===== config.mk =====
export PLATFORM = sky130hd
export DESIGN_NAME = thermistor_thermal_level
export DESIGN_NICKNAME = d
export VERILOG_FILES = /design/src/rtl/ttl_pkg.sv /design/src/rtl/thermistor_thermal_level.sv
export SDC_FILE = /design/constraint.sdc
export NUM_CORES = 1
export LEC_CHECK = 0
export ABC_CLOCK_PERIOD_IN_PS = 2800
export BUFFER_PORTS_ARGS = -buffer_cell sky130_fd_sc_hd__buf_2
export CAP_MARGIN = 20
export CORE_MARGIN = 5
export CORE_UTILIZATION = 40
export DETAILED_ROUTE_END_ITERATION = 8
export HOLD_SLACK_MARGIN = 0.15
export PLACE_DENSITY = 0.69
export SETUP_SLACK_MARGIN = 0.3
export SLEW_MARGIN = 10
export SYNTH_ARGS = -nofsm -noshare
export SYNTH_HDL_FRONTEND = slang
export SYNTH_SLANG_ARGS = --single-unit

===== constraint.sdc =====
create_clock -name clock -period 2.8 [get_ports clock]
set_input_delay 0.56 -clock clock [delete_from_list [all_inputs] [get_ports clock]]
set_output_delay 0.56 -clock clock [all_outputs]
set_load 0.01 [all_outputs]

===== src/rtl/ttl_pkg.sv =====
`default_nettype none
package ttl_pkg;

   // field widths
   localparam int CODE_WIDTH      = 8;
   localparam int TEMP_WIDTH      = 7;
   localparam int LEVEL_WIDTH     = 2;
   localparam int LIMIT_WIDTH     = 7;
   localparam int CSR_INDEX_WIDTH = 3;
   localparam int LIMIT_COUNT     = 6;
   localparam int REQ_DATA_WIDTH  = 8;
   localparam int REQ_USER_WIDTH  = 2;
   localparam int RSP_DATA_WIDTH  = 16;

   // temperature range and hysteresis in degrees
   localparam int TABLE_LEN = 80;
   localparam int TEMP_BASE = 31;
   localparam int TEMP_OVER = 110;
   localparam int DEBOUNCE  = 2;

   // threshold register indexes
   localparam logic [CSR_INDEX_WIDTH-1:0] CSR_OFF_LIMIT_ONE   = 3'd0;
   localparam logic [CSR_INDEX_WIDTH-1:0] CSR_OFF_LIMIT_TWO   = 3'd1;
   localparam logic [CSR_INDEX_WIDTH-1:0] CSR_OFF_LIMIT_THREE = 3'd2;
   localparam logic [CSR_INDEX_WIDTH-1:0] CSR_ON_LIMIT_ONE    = 3'd3;
   localparam logic [CSR_INDEX_WIDTH-1:0] CSR_ON_LIMIT_TWO    = 3'd4;
   localparam logic [CSR_INDEX_WIDTH-1:0] CSR_ON_LIMIT_THREE  = 3'd5;

   // threshold reset values
   localparam logic [LIMIT_WIDTH-1:0] OFF_LIMIT_ONE_RST   = 7'd50;
   localparam logic [LIMIT_WIDTH-1:0] OFF_LIMIT_TWO_RST   = 7'd55;
   localparam logic [LIMIT_WIDTH-1:0] OFF_LIMIT_THREE_RST = 7'd60;
   localparam logic [LIMIT_WIDTH-1:0] ON_LIMIT_ONE_RST    = 7'd45;
   localparam logic [LIMIT_WIDTH-1:0] ON_LIMIT_TWO_RST    = 7'd55;
   localparam logic [LIMIT_WIDTH-1:0] ON_LIMIT_THREE_RST  = 7'd60;

   // descending converter codes, entry i is TEMP_BASE + i degrees
   localparam logic [CODE_WIDTH-1:0] CODE_TABLE [0:TABLE_LEN-1] = '{
      8'hff,8'hff,8'hfb,8'hf4,8'hee,8'he7,8'he1,8'hdb,8'hd4,8'hce,8'hc9,8'hc3,8'hbd,8'hb8,
      8'hb2,8'had,8'ha8,8'ha3,8'h9e,8'h99,8'h94,8'h90,8'h8c,8'h87,8'h83,8'h7f,8'h7b,8'h77,
      8'h74,8'h70,8'h6d,8'h69,8'h66,8'h63,8'h60,8'h5d,8'h5a,8'h57,8'h54,8'h52,8'h4f,8'h4d,
      8'h4a,8'h48,8'h46,8'h44,8'h42,8'h40,8'h3e,8'h3c,8'h3a,8'h38,8'h37,8'h35,8'h33,8'h32,
      8'h30,8'h2f,8'h2d,8'h2c,8'h2b,8'h29,8'h28,8'h27,8'h26,8'h25,8'h24,8'h23,8'h22,8'h21,
      8'h20,8'h1f,8'h1e,8'h1d,8'h1c,8'h1b,8'h1b,8'h1a,8'h19,8'h18
   };

   typedef logic [(1 << CODE_WIDTH)-1:0][TEMP_WIDTH-1:0] temp_lut_type;

   // code to degrees for every code: nearest entry, tie to lower index,
   // codes below the last entry read as the top temperature
   function automatic temp_lut_type build_temp_lut();
      temp_lut_type lut;
      int           c;
      int           i;
      int           idx;
      int           hi;
      int           lo;
      int           deg;
      logic         found;
      for (c = 0; c < (1 << CODE_WIDTH); c++) begin
         found = 1'b0;
         idx   = 0;
         for (i = 0; i < TABLE_LEN - 1; i++) begin
            if (!found && int'(CODE_TABLE[i]) >= c && int'(CODE_TABLE[i+1]) <= c) begin
               found = 1'b1;
               idx   = i;
            end
         end
         hi = int'(CODE_TABLE[idx]);
         lo = int'(CODE_TABLE[idx+1]);
         if (c < int'(CODE_TABLE[TABLE_LEN-1])) deg = TEMP_OVER;
         else if (!found) deg = TEMP_BASE;
         else if (c == hi) deg = TEMP_BASE + idx;
         else if (c == lo) deg = TEMP_BASE + idx + 1;
         else if (hi == lo) deg = TEMP_BASE + idx;
         else if (2 * c >= hi + lo) deg = TEMP_BASE + idx;
         else deg = TEMP_BASE + idx + 1;
         lut[c] = TEMP_WIDTH'(deg);
      end
      return lut;
   endfunction

   localparam temp_lut_type TEMP_LUT = build_temp_lut();

endpackage
`default_nettype wire


===== src/rtl/thermistor_thermal_level.sv =====
// Path: input register, lookup and level judge, result register; a request
// waits in the input register while the result register is stalled.
// Throughput: one request per cycle unless the result side stalls; the stored
// level loop closes through the level register. Reset (synchronous, active high)
// empties both registers, clears the stored level to 0 and loads the default thresholds.
`default_nettype none
module thermistor_thermal_level (
   input  wire logic                                 clock,
   input  wire logic                                 reset,
   // request channel
   input  wire logic                                 req_tvalid,
   output logic                                      req_tready,
   input  wire logic [ttl_pkg::REQ_DATA_WIDTH-1:0]   req_tdata,  // [7:0] adc_code
   input  wire logic [ttl_pkg::REQ_USER_WIDTH-1:0]   req_tuser,  // [0] panel select, [1] clear
   // result channel
   output logic                                      rsp_tvalid,
   input  wire logic                                 rsp_tready,
   output logic [ttl_pkg::RSP_DATA_WIDTH-1:0]        rsp_tdata,  // [6:0] temperature,
                                                                 // [8:7] level, zero above
   // threshold registers
   input  wire logic                                 csr_valid,
   output logic                                      csr_ready,
   input  wire logic [ttl_pkg::CSR_INDEX_WIDTH-1:0]  csr_index,
   input  wire logic [ttl_pkg::LIMIT_WIDTH-1:0]      csr_data
);

   localparam int TW = ttl_pkg::TEMP_WIDTH;
   localparam int LW = ttl_pkg::LEVEL_WIDTH;
   localparam int MW = ttl_pkg::LIMIT_WIDTH;

   logic                              in_valid_ff, in_valid_in;
   logic [ttl_pkg::CODE_WIDTH-1:0]    in_code_ff, in_code_in;
   logic                              in_panel_ff, in_panel_in;
   logic                              in_clear_ff, in_clear_in;
   logic                              rsp_valid_ff, rsp_valid_in;
   logic [TW-1:0]                     rsp_temp_ff, rsp_temp_in;
   logic [LW-1:0]                     level_ff, level_in;
   logic [MW-1:0]                     limit_ff [ttl_pkg::LIMIT_COUNT];
   logic [MW-1:0]                     limit_in [ttl_pkg::LIMIT_COUNT];

   logic                              req_take;
   logic                              advance;
   logic [TW-1:0]                     temp;
   logic [MW:0]                       temp_x, lim1_x, lim2_x, lim3_x;
   logic [MW:0]                       temp_up;
   logic [LW-1:0]                     raw_level, fall_level, rise_level;

   // handshake: the result register frees the input register
   assign advance    = in_valid_ff && (!rsp_valid_ff || rsp_tready);
   assign req_tready = !in_valid_ff || advance;
   assign req_take   = req_tvalid && req_tready;
   assign csr_ready  = 1'b1;

   // input register
   always_comb begin
      in_valid_in = req_take || (in_valid_ff && !advance);
      in_code_in  = in_code_ff;
      in_panel_in = in_panel_ff;
      in_clear_in = in_clear_ff;
      if (req_take) begin
         in_code_in  = req_tdata[ttl_pkg::CODE_WIDTH-1:0];
         in_panel_in = req_tuser[0];
         in_clear_in = req_tuser[1];
      end
   end

   // code to degrees, then thresholds of the selected panel mode
   always_comb begin
      temp    = ttl_pkg::TEMP_LUT[in_code_ff];
      temp_x  = {1'b0, temp};
      temp_up = temp_x + (MW+1)'(ttl_pkg::DEBOUNCE);
      lim1_x  = {1'b0, in_panel_ff ? limit_ff[3] : limit_ff[0]};
      lim2_x  = {1'b0, in_panel_ff ? limit_ff[4] : limit_ff[1]};
      lim3_x  = {1'b0, in_panel_ff ? limit_ff[5] : limit_ff[2]};
   end

   // level judge: plain compare, hold on a small fall, then hold on a small rise
   always_comb begin
      if (temp_x < lim1_x) raw_level = 2'd0;
      else if (temp_x < lim2_x) raw_level = 2'd1;
      else if (temp_x < lim3_x) raw_level = 2'd2;
      else raw_level = 2'd3;

      fall_level = raw_level;
      if (raw_level == 2'd0 && level_ff == 2'd1) begin
         if (temp_up > lim1_x) fall_level = 2'd1;
      end else if (raw_level == 2'd1 && level_ff == 2'd2) begin
         if (temp_up > lim2_x) fall_level = 2'd2;
      end else if (raw_level == 2'd2 && level_ff == 2'd3) begin
         if (temp_up > lim3_x) fall_level = 2'd3;
      end

      // t < limit + 2; the extra top bit keeps limit + 2 from wrapping
      rise_level = fall_level;
      if (fall_level == 2'd3 && level_ff == 2'd2) begin
         if (temp_x < lim3_x + (MW+1)'(ttl_pkg::DEBOUNCE)) rise_level = 2'd2;
      end else if (fall_level == 2'd2 && level_ff == 2'd1) begin
         if (temp_x < lim2_x + (MW+1)'(ttl_pkg::DEBOUNCE)) rise_level = 2'd1;
      end else if (fall_level == 2'd1 && level_ff == 2'd0) begin
         if (temp_x < lim1_x + (MW+1)'(ttl_pkg::DEBOUNCE)) rise_level = 2'd0;
      end
   end

   // result register and stored level
   always_comb begin
      rsp_valid_in = advance || (rsp_valid_ff && !rsp_tready);
      rsp_temp_in  = advance ? temp : rsp_temp_ff;
      level_in     = level_ff;
      if (advance) begin
         level_in = in_clear_ff ? 2'd0 : rise_level;
      end
   end

   // threshold writes, unknown indexes ignored
   always_comb begin
      for (int k = 0; k < ttl_pkg::LIMIT_COUNT; k++) begin
         limit_in[k] = limit_ff[k];
      end
      if (csr_valid && csr_ready) begin
         case (csr_index)
            ttl_pkg::CSR_OFF_LIMIT_ONE:   limit_in[0] = csr_data;
            ttl_pkg::CSR_OFF_LIMIT_TWO:   limit_in[1] = csr_data;
            ttl_pkg::CSR_OFF_LIMIT_THREE: limit_in[2] = csr_data;
            ttl_pkg::CSR_ON_LIMIT_ONE:    limit_in[3] = csr_data;
            ttl_pkg::CSR_ON_LIMIT_TWO:    limit_in[4] = csr_data;
            ttl_pkg::CSR_ON_LIMIT_THREE:  limit_in[5] = csr_data;
            default: ;
         endcase
      end
   end

   // control registers
   always_ff @(posedge clock) begin
      if (reset) begin
         in_valid_ff  <= 1'b0;
         rsp_valid_ff <= 1'b0;
         level_ff     <= '0;
         limit_ff[0]  <= ttl_pkg::OFF_LIMIT_ONE_RST;
         limit_ff[1]  <= ttl_pkg::OFF_LIMIT_TWO_RST;
         limit_ff[2]  <= ttl_pkg::OFF_LIMIT_THREE_RST;
         limit_ff[3]  <= ttl_pkg::ON_LIMIT_ONE_RST;
         limit_ff[4]  <= ttl_pkg::ON_LIMIT_TWO_RST;
         limit_ff[5]  <= ttl_pkg::ON_LIMIT_THREE_RST;
      end else begin
         in_valid_ff  <= in_valid_in;
         rsp_valid_ff <= rsp_valid_in;
         level_ff     <= level_in;
         limit_ff     <= limit_in;
      end
   end

   // payload registers
   always_ff @(posedge clock) begin
      in_code_ff  <= in_code_in;
      in_panel_ff <= in_panel_in;
      in_clear_ff <= in_clear_in;
      rsp_temp_ff <= rsp_temp_in;
   end

   assign rsp_tvalid = rsp_valid_ff;
   assign rsp_tdata  = {(ttl_pkg::RSP_DATA_WIDTH-TW-LW)'(0), level_ff, rsp_temp_ff};

   // a cleared request leaves level 0 behind
   a_clear_zero: assert property (@(posedge clock) disable iff (reset)
      advance && in_clear_ff |=> level_ff == 2'd0)
      else $error("level not cleared");

   // the stored level only moves when a result is loaded
   a_level_hold: assert property (@(posedge clock) disable iff (reset)
      !advance |=> $stable(level_ff))
      else $error("level changed without a result");

   // reported temperature stays within the table range
   a_temp_range: assert property (@(posedge clock) disable iff (reset)
      rsp_valid_ff |-> rsp_temp_ff >= TW'(ttl_pkg::TEMP_BASE)
                    && rsp_temp_ff <= TW'(ttl_pkg::TEMP_OVER))
      else $error("temperature out of range");

   // input register never drops a request while the result side stalls
   a_no_overrun: assert property (@(posedge clock) disable iff (reset)
      in_valid_ff && !advance |=> in_valid_ff && $stable(in_code_ff))
      else $error("pending request lost");

endmodule
`default_nettype wire


**Yosys cells after proc, flatten, opt, wreduce, memory -nomap -nowiden**

Memories as Yosys holds them, arrays and structs flattened. A register that Yosys moved wholly into a read port is not among the register bits.
Index checks and enable logic that the tools add are counted.

- Bits of input ports: 25
- Logic and storage cells: 89
- Bits in registers: 63
- Output and inout port bits: 19
- Memories kept: 1
- Memory bits (read-only): 1792

Memory list:

| memory | depth | bits a word | read ports | clocked after Yosys merged registers in | wr ports | RTL line | RTL |
|---|---|---|---|---|---|---|---|
| (name not given) | 256 | 7 | 1 | 1 | 0 | thermistor_thermal_level.sv:69 | `temp = ttl_pkg::TEMP_LUT[in_code_ff];` |

- $add $sub $neg: 4
- Reduce and logical (&&, ||, !) cells: 27
- $lt $le $gt $ge: 10
- Eq/ne operators: 13
- Muxes and demuxes: 21

Operators by type and width:

| cell | count |
|---|---|
| 7-bit by 2-bit adder with 8-bit output (second input constant) | 4 |
| 2-bit two-way mux | 15 |
| 7-bit two-way mux | 4 |
| 8-bit by 7-bit > comparator with 1-bit output | 3 |
| 7-bit by 8-bit < comparator with 1-bit output | 3 |
| 7-bit < comparator | 3 |
| 2-bit AND reduction | 6 |
| 2-bit equality test (second input constant) | 5 |
| 1-bit logical AND | 10 |
| 8-bit by 9-bit < comparator with 1-bit output (second input constant) | 1 |
| 8-bit two-way mux | 1 |
| 2-bit by 1-bit equality test with 1-bit output (second input constant) | 3 |
| 3-bit by 2-bit equality test with 1-bit output (second input constant) | 2 |
| 3-bit equality test (second input constant) | 2 |
| 1-bit zero test | 4 |
| 2-bit zero test | 2 |
| 1-bit logical OR | 4 |
| 3-bit by 1-bit equality test with 1-bit output (second input constant) | 1 |
| 3-bit zero test | 1 |
| 1-bit two-way mux | 1 |

**Longest topological paths before layout**

- Word-level depth: 17
- Gate-level depth with buffers: 16
- Mapped depth without buffers: 13

**Least setup slack after synthesis**

OpenSTA, ideal clock, no wires.

- Path kind: register -> register
- From: register in_panel_ff
- To: register level_ff[0]
- Library setup time: 0.127 ns
- Arrival: 2.836 ns
- Required time: 2.673 ns
- Path slack: -0.162 ns
- Cell stages (with the launch flop): 17
- Clock period less this slack: 2.962 ns
- Cell sequence: edfxtp_1 > buf_2 > buf_2 > buf_2 > mux2i_1 > inv_1 > ha_1 > nand2_1 > xnor2_1 > ha_1 > or3_1 > o211ai_1 > a21oi_1 > o32ai_1 > a21oi_1 > a31oi_1 > a211oi_1

- Word-level cells in the longest chain between the ends: 16
- Elaborated cells on any way between the ends: 43
- Classes of those cells: 3 x add/sub; 9 x order compare; 5 x eq/ne; 19 x mux; 7 x reduce/logical

Ends and longest elaborated chain:

| what | RTL line | RTL |
|---|---|---|
| from (decl) | thermistor_thermal_level.sv:33 | `logic in_panel_ff, in_panel_in;` |
| from (signal assigned) | thermistor_thermal_level.sv:155 | `in_panel_ff <= in_panel_in;` |
| 7-bit two-way mux | thermistor_thermal_level.sv:74 | `lim3_x = {1'b0, in_panel_ff ? limit_ff[5] : limit_ff[2]};` |
| 7-bit < comparator | thermistor_thermal_level.sv:81 | `else if (temp_x < lim3_x) raw_level = 2'd2;` |
| 1-bit two-way mux | thermistor_thermal_level.sv:81 |  |
| 2-bit two-way mux | thermistor_thermal_level.sv:80 | `else if (temp_x < lim2_x) raw_level = 2'd1;` |
| 2-bit two-way mux | thermistor_thermal_level.sv:79 | `if (temp_x < lim1_x) raw_level = 2'd0;` |
| 2-bit equality test | thermistor_thermal_level.sv:89 | `end else if (raw_level == 2'd2 && level_ff == 2'd3) begin` |
| 1-bit logical AND | thermistor_thermal_level.sv:89 |  |
| 2-bit two-way mux | thermistor_thermal_level.sv:89 |  |
| 2-bit two-way mux | thermistor_thermal_level.sv:87 | `end else if (raw_level == 2'd1 && level_ff == 2'd2) begin` |
| 2-bit two-way mux | thermistor_thermal_level.sv:85 | `if (raw_level == 2'd0 && level_ff == 2'd1) begin` |
| 2-bit by 1-bit equality test with 1-bit output | thermistor_thermal_level.sv:99 | `end else if (fall_level == 2'd1 && level_ff == 2'd0) begin` |
| 1-bit logical AND | thermistor_thermal_level.sv:99 |  |
| 2-bit two-way mux | thermistor_thermal_level.sv:99 |  |
| 2-bit two-way mux | thermistor_thermal_level.sv:97 | `end else if (fall_level == 2'd2 && level_ff == 2'd1) begin` |
| 2-bit two-way mux (*) | thermistor_thermal_level.sv:95 | `if (fall_level == 2'd3 && level_ff == 2'd2) begin` |
| 2-bit two-way mux (*) | thermistor_thermal_level.sv:110 | `level_in = in_clear_ff ? 2'd0 : rise_level;` |
| to (signal assigned) | thermistor_thermal_level.sv:147 | `level_ff <= level_in;` |
| to (decl) | thermistor_thermal_level.sv:37 | `logic [LW-1:0] level_ff, level_in;` |

Every way passes the cells marked *; elsewhere a longest branch is shown, timed or not.
A chain may end at the register's enable or synchronous reset.

**Worst setup path in the final report**

- From: register in_panel_ff
- To: register level_ff[1]

The elaborated chain is that of the path after synthesis.

==> impl_metrics.json <==
{
  "first_pass_iters": 5,
  "htreeDepth": 3,
  "final_cells": 945,
  "synthCells": 662,
  "cp_slowest_cell": "edfxtp_1",
  "path_cells": "buf_6 > buf_16 > buf_6 > mux2i_1 > buf_4 > ha_4 > nand3_2 > o21bai_1 > a311o_1 > buf_6 > a2bb2oi_4 > a21oi_2 > a211oi_1",
  "port_buffers": 35,
  "synth_top_flop_cell": "dfxtp_1",
  "boundaryPins": 44,
  "gr-total-overflow": 0,
  "layout-drive-gt1-share_pct": 26.1,
  "gp_congestion": 0.849,
  "period_share_pct": 96.3,
  "nets": 852,
  "fin_area_mm2": 0.00731,
  "start_util_pct": 40.6,
  "async_reset_ff_share_pct": 0,
  "grt_max_degree": 47,
  "viasPerCell": 5.68,
  "rsz0062_at_grt": "yes",
  "wire_per_inst_um": 17.0,
  "synth_top_family_by_area": "compound AO/OA/AOI/OAI gates",
  "slew_violations": 0,
  "worstRegToRegCells": 13,
  "avgSynthCellArea_um2": 8.84,
  "tightest_slew_ns": 0.792,
  "diodes": 0,
  "max_freq_ghz": 0.371,
  "yosysWarnings": 0,
  "crit_top_cell": "buf_6",
  "most-common-layout-cells": "76 x buf_4, 72 x nand2_1, 65 x ha_1",
  "p_leak_nw": 3.14,
  "core-area_mm2": 0.0144,
  "std_cell_rows": 44,
  "tns_ns": 0,
  "cts_hold_buf": 0,
  "hold_ws_ns": 0.402,
  "die_x_um": 131,
  "drc_errors": 0,
  "drv_cap": 0,
  "num_vias": 5363,
  "cts_made_buffers": 9,
  "dpl.cell_count": 911,
  "yosys.area_share.simple_pct": 19.1,
  "peakVddDrop_uv": 322,
  "cp.required_ns": 2.98,
  "synth_fa_ha_area_share_pct": 15.2,
  "min_to": "in_panel_ff",
  "place_ws_ns": -0.0263,
  "yosys-top-cells-area": "dfxtp_1 18%, ha_1 15%, edfxtp_1 8.7%",
  "fin_skew_ns": 0.00997,
  "clockRootBuffer": "clkbuf_16",
  "r2r_slack_ns": 0.10,
  "power.density_mw_per_mm2": 513,
  "hold_start": "req_tuser[0]",
  "dieArea_mm2": 0.0171,
  "grt_pass1_vias": 5237,
  "status": "complete, no violations",
  "power_frac_seq_pct": 30.2,
  "dpl.hpwl_um": 11500,
  "cts_tree": "done",
  "worst-setup-path-type": "flip-flop to flip-flop",
  "ys_seq_elements": 70,
  "p_sw_mw": 1.25,
  "ant_nets": 0,
  "relSlewSlack_pct": 47.2,
  "fp.dieH_um": 131,
  "clock_latency_ns": 0.34,
  "synth_cell_type_count": 80,
  "cts_sinks": 70,
  "r2r-start": "in_panel_ff",
  "power.share.clock_pct": 34.0,
  "synth_area_mm2": 0.00585,
  "placed_cell_area_mm2": 0.00660,
  "cpPeakStageDelay_ns": 0.47,
  "endpoint_kind": "flip-flop",
  "r2r_end": "level_ff[1]",
  "period_needed_ns": 2.70,
  "drt_wl_total_um": 16100,
  "p_int_mw": 2.50,
  "synth-xor-area-share_pct": 2.39,
  "grt_pass1_wl_um": 26100,
  "cts_buffer_depth": 2,
  "antenna_found_initial": 0,
  "final_common_cell": "buf_4",
  "area_delta_synth_final_pct": 25.0,
  "synth_top_area_share_pct": 18.1,
  "hp-class": "input pin to flip-flop",
  "swShare_pct": 33.4,
  "track_usage_pct": 19.0,
  "hold_depth": 1,
  "start_kind": "flip-flop",
  "worstPathMaxFanout": 8,
  "finalSetupViolations": 0,
  "clk_pin_slew_ns": 0.06,
  "critical_path_arrival_ns": 2.88,
  "p_comb_share_pct": 35.8,
  "yosysTopAreaCell": "dfxtp_1",
  "setup_slack_ns": 0.103,
  "seq_area_frac_synth_pct": 26.9,
  "first_iter_violations": 498,
  "synth-compound-area-share_pct": 22.2,
  "synth.area.mux_share_pct": 7.76,
  "hold_viol": 0,
  "synth_edf_count": 17
}
state kept, by name (all words and copies together), names as in the netlist:
register	cells
level_ff	2
in_valid_ff	1
in_clear_ff	1
in_panel_ff	1
rsp_tvalid	1
temp	7
in_code_ff	8
limit_ff	42
rsp_temp_ff	7
worst max-delay path by stage:
stage          cells past startpoint        start           to
2_1_floorplan                     12   rsp_tready      temp[0]
3_3_place_gp                      12   rsp_tready      temp[0]
3_5_place_dp                      12   rsp_tready      temp[0]
4_1_cts                           13  in_panel_ff  level_ff[1]
5_1_grt                           13  in_panel_ff  level_ff[0]
6_report                          13  in_panel_ff  level_ff[1]
kinds of logic after synthesis:
| group | after synthesis |
|---|---|
| flops | 70 |
| compound gates | 171 |
| other cells | 2 |
| fa+ha+maj | 71 |
| xor+xnor | 16 |
| simple gates | 225 |
| buf+inv | 64 |
| mux | 43 |
metal layers:
layer	share of wire (%)	global-route usage [%]	vias up
met1	44	23.9	2528
met4	3.2	8.59	0
met3	3.9	2.64	39
met2	49	32.2	148
li1	-	-	2648
met5	0	0	-
what timing repair did:
action                                  in CTS  in global routing
pin swaps                                   18                  8
gates resized for setup                     33                  8
endpoints found under the setup margin       2                  5
buffers inserted                            12                  4
gates cloned                                 2                  0
synthesized netlist by cell type (6+ instances only):
| cell type | count |
|---|---|
| edfxtp_1 | 17 |
| clkbuf_1 | 12 |
| nand4b_1 | 6 |
| a211o_1 | 10 |
| o21a_1 | 6 |
| ha_1 | 71 |
| o21ai_0 | 18 |
| o211ai_1 | 9 |
| nor3_1 | 13 |
| nand3_1 | 15 |
| mux2i_1 | 36 |
| nor2_1 | 52 |
| xnor2_1 | 9 |
| buf_2 | 10 |
| buf_4 | 12 |
| nor2b_1 | 10 |
| nand2_1 | 72 |
| dfxtp_1 | 53 |
| buf_6 | 8 |
| xor2_1 | 7 |
| nand2b_1 | 14 |
| a21oi_1 | 35 |
| and3_1 | 8 |
| nand3b_1 | 12 |
| inv_1 | 17 |
| a211oi_1 | 12 |
power by group through the flow:
stage / clock network [mW] / logic [mW] / registers (mW)
floorplan: 0 / 0.840 / 1.17
global placement: 0 / 1.21 / 1.15
detailed placement: 0 / 1.22 / 1.15
CTS: 1.29 / 1.31 / 1.13
global route: 1.33 / 1.49 / 1.14
finish: 1.27 / 1.34 / 1.13
final cells by class:
type | instances | area, µm²
Sequential cell | 70 | 1570
Multi-Input combinational cell | 534 | 4180
Tap cell | 184 | 230
Fill cell | 1331 | 7110
Inverter | 20 | 80.1
Clock buffer | 9 | 225
Clock inverter | 7 | 104
Timing Repair Buffer | 121 | 923
per-stage QoR:
step                      util [%]  total power, mW
after floorplan                  -             2.01
after global placement        45.7             2.36
after detailed placement      45.7             2.37
after CTS                     50.1             3.73
after global routing          50.7             3.95
final                         50.7             3.75
worst max-delay path: cells and delay by family (launching register included):
kind	cells	cell delay, ns
multiplexers	1	0.10
adder cells (fa/ha/maj)	1	0.27
AND/OR/NAND/NOR	1	0.06
flip-flops	1	0.47
AO/OA/AOI/OAI	5	0.90
buffers and inverters	5	0.74
Power figures use the tool's default switching activity.
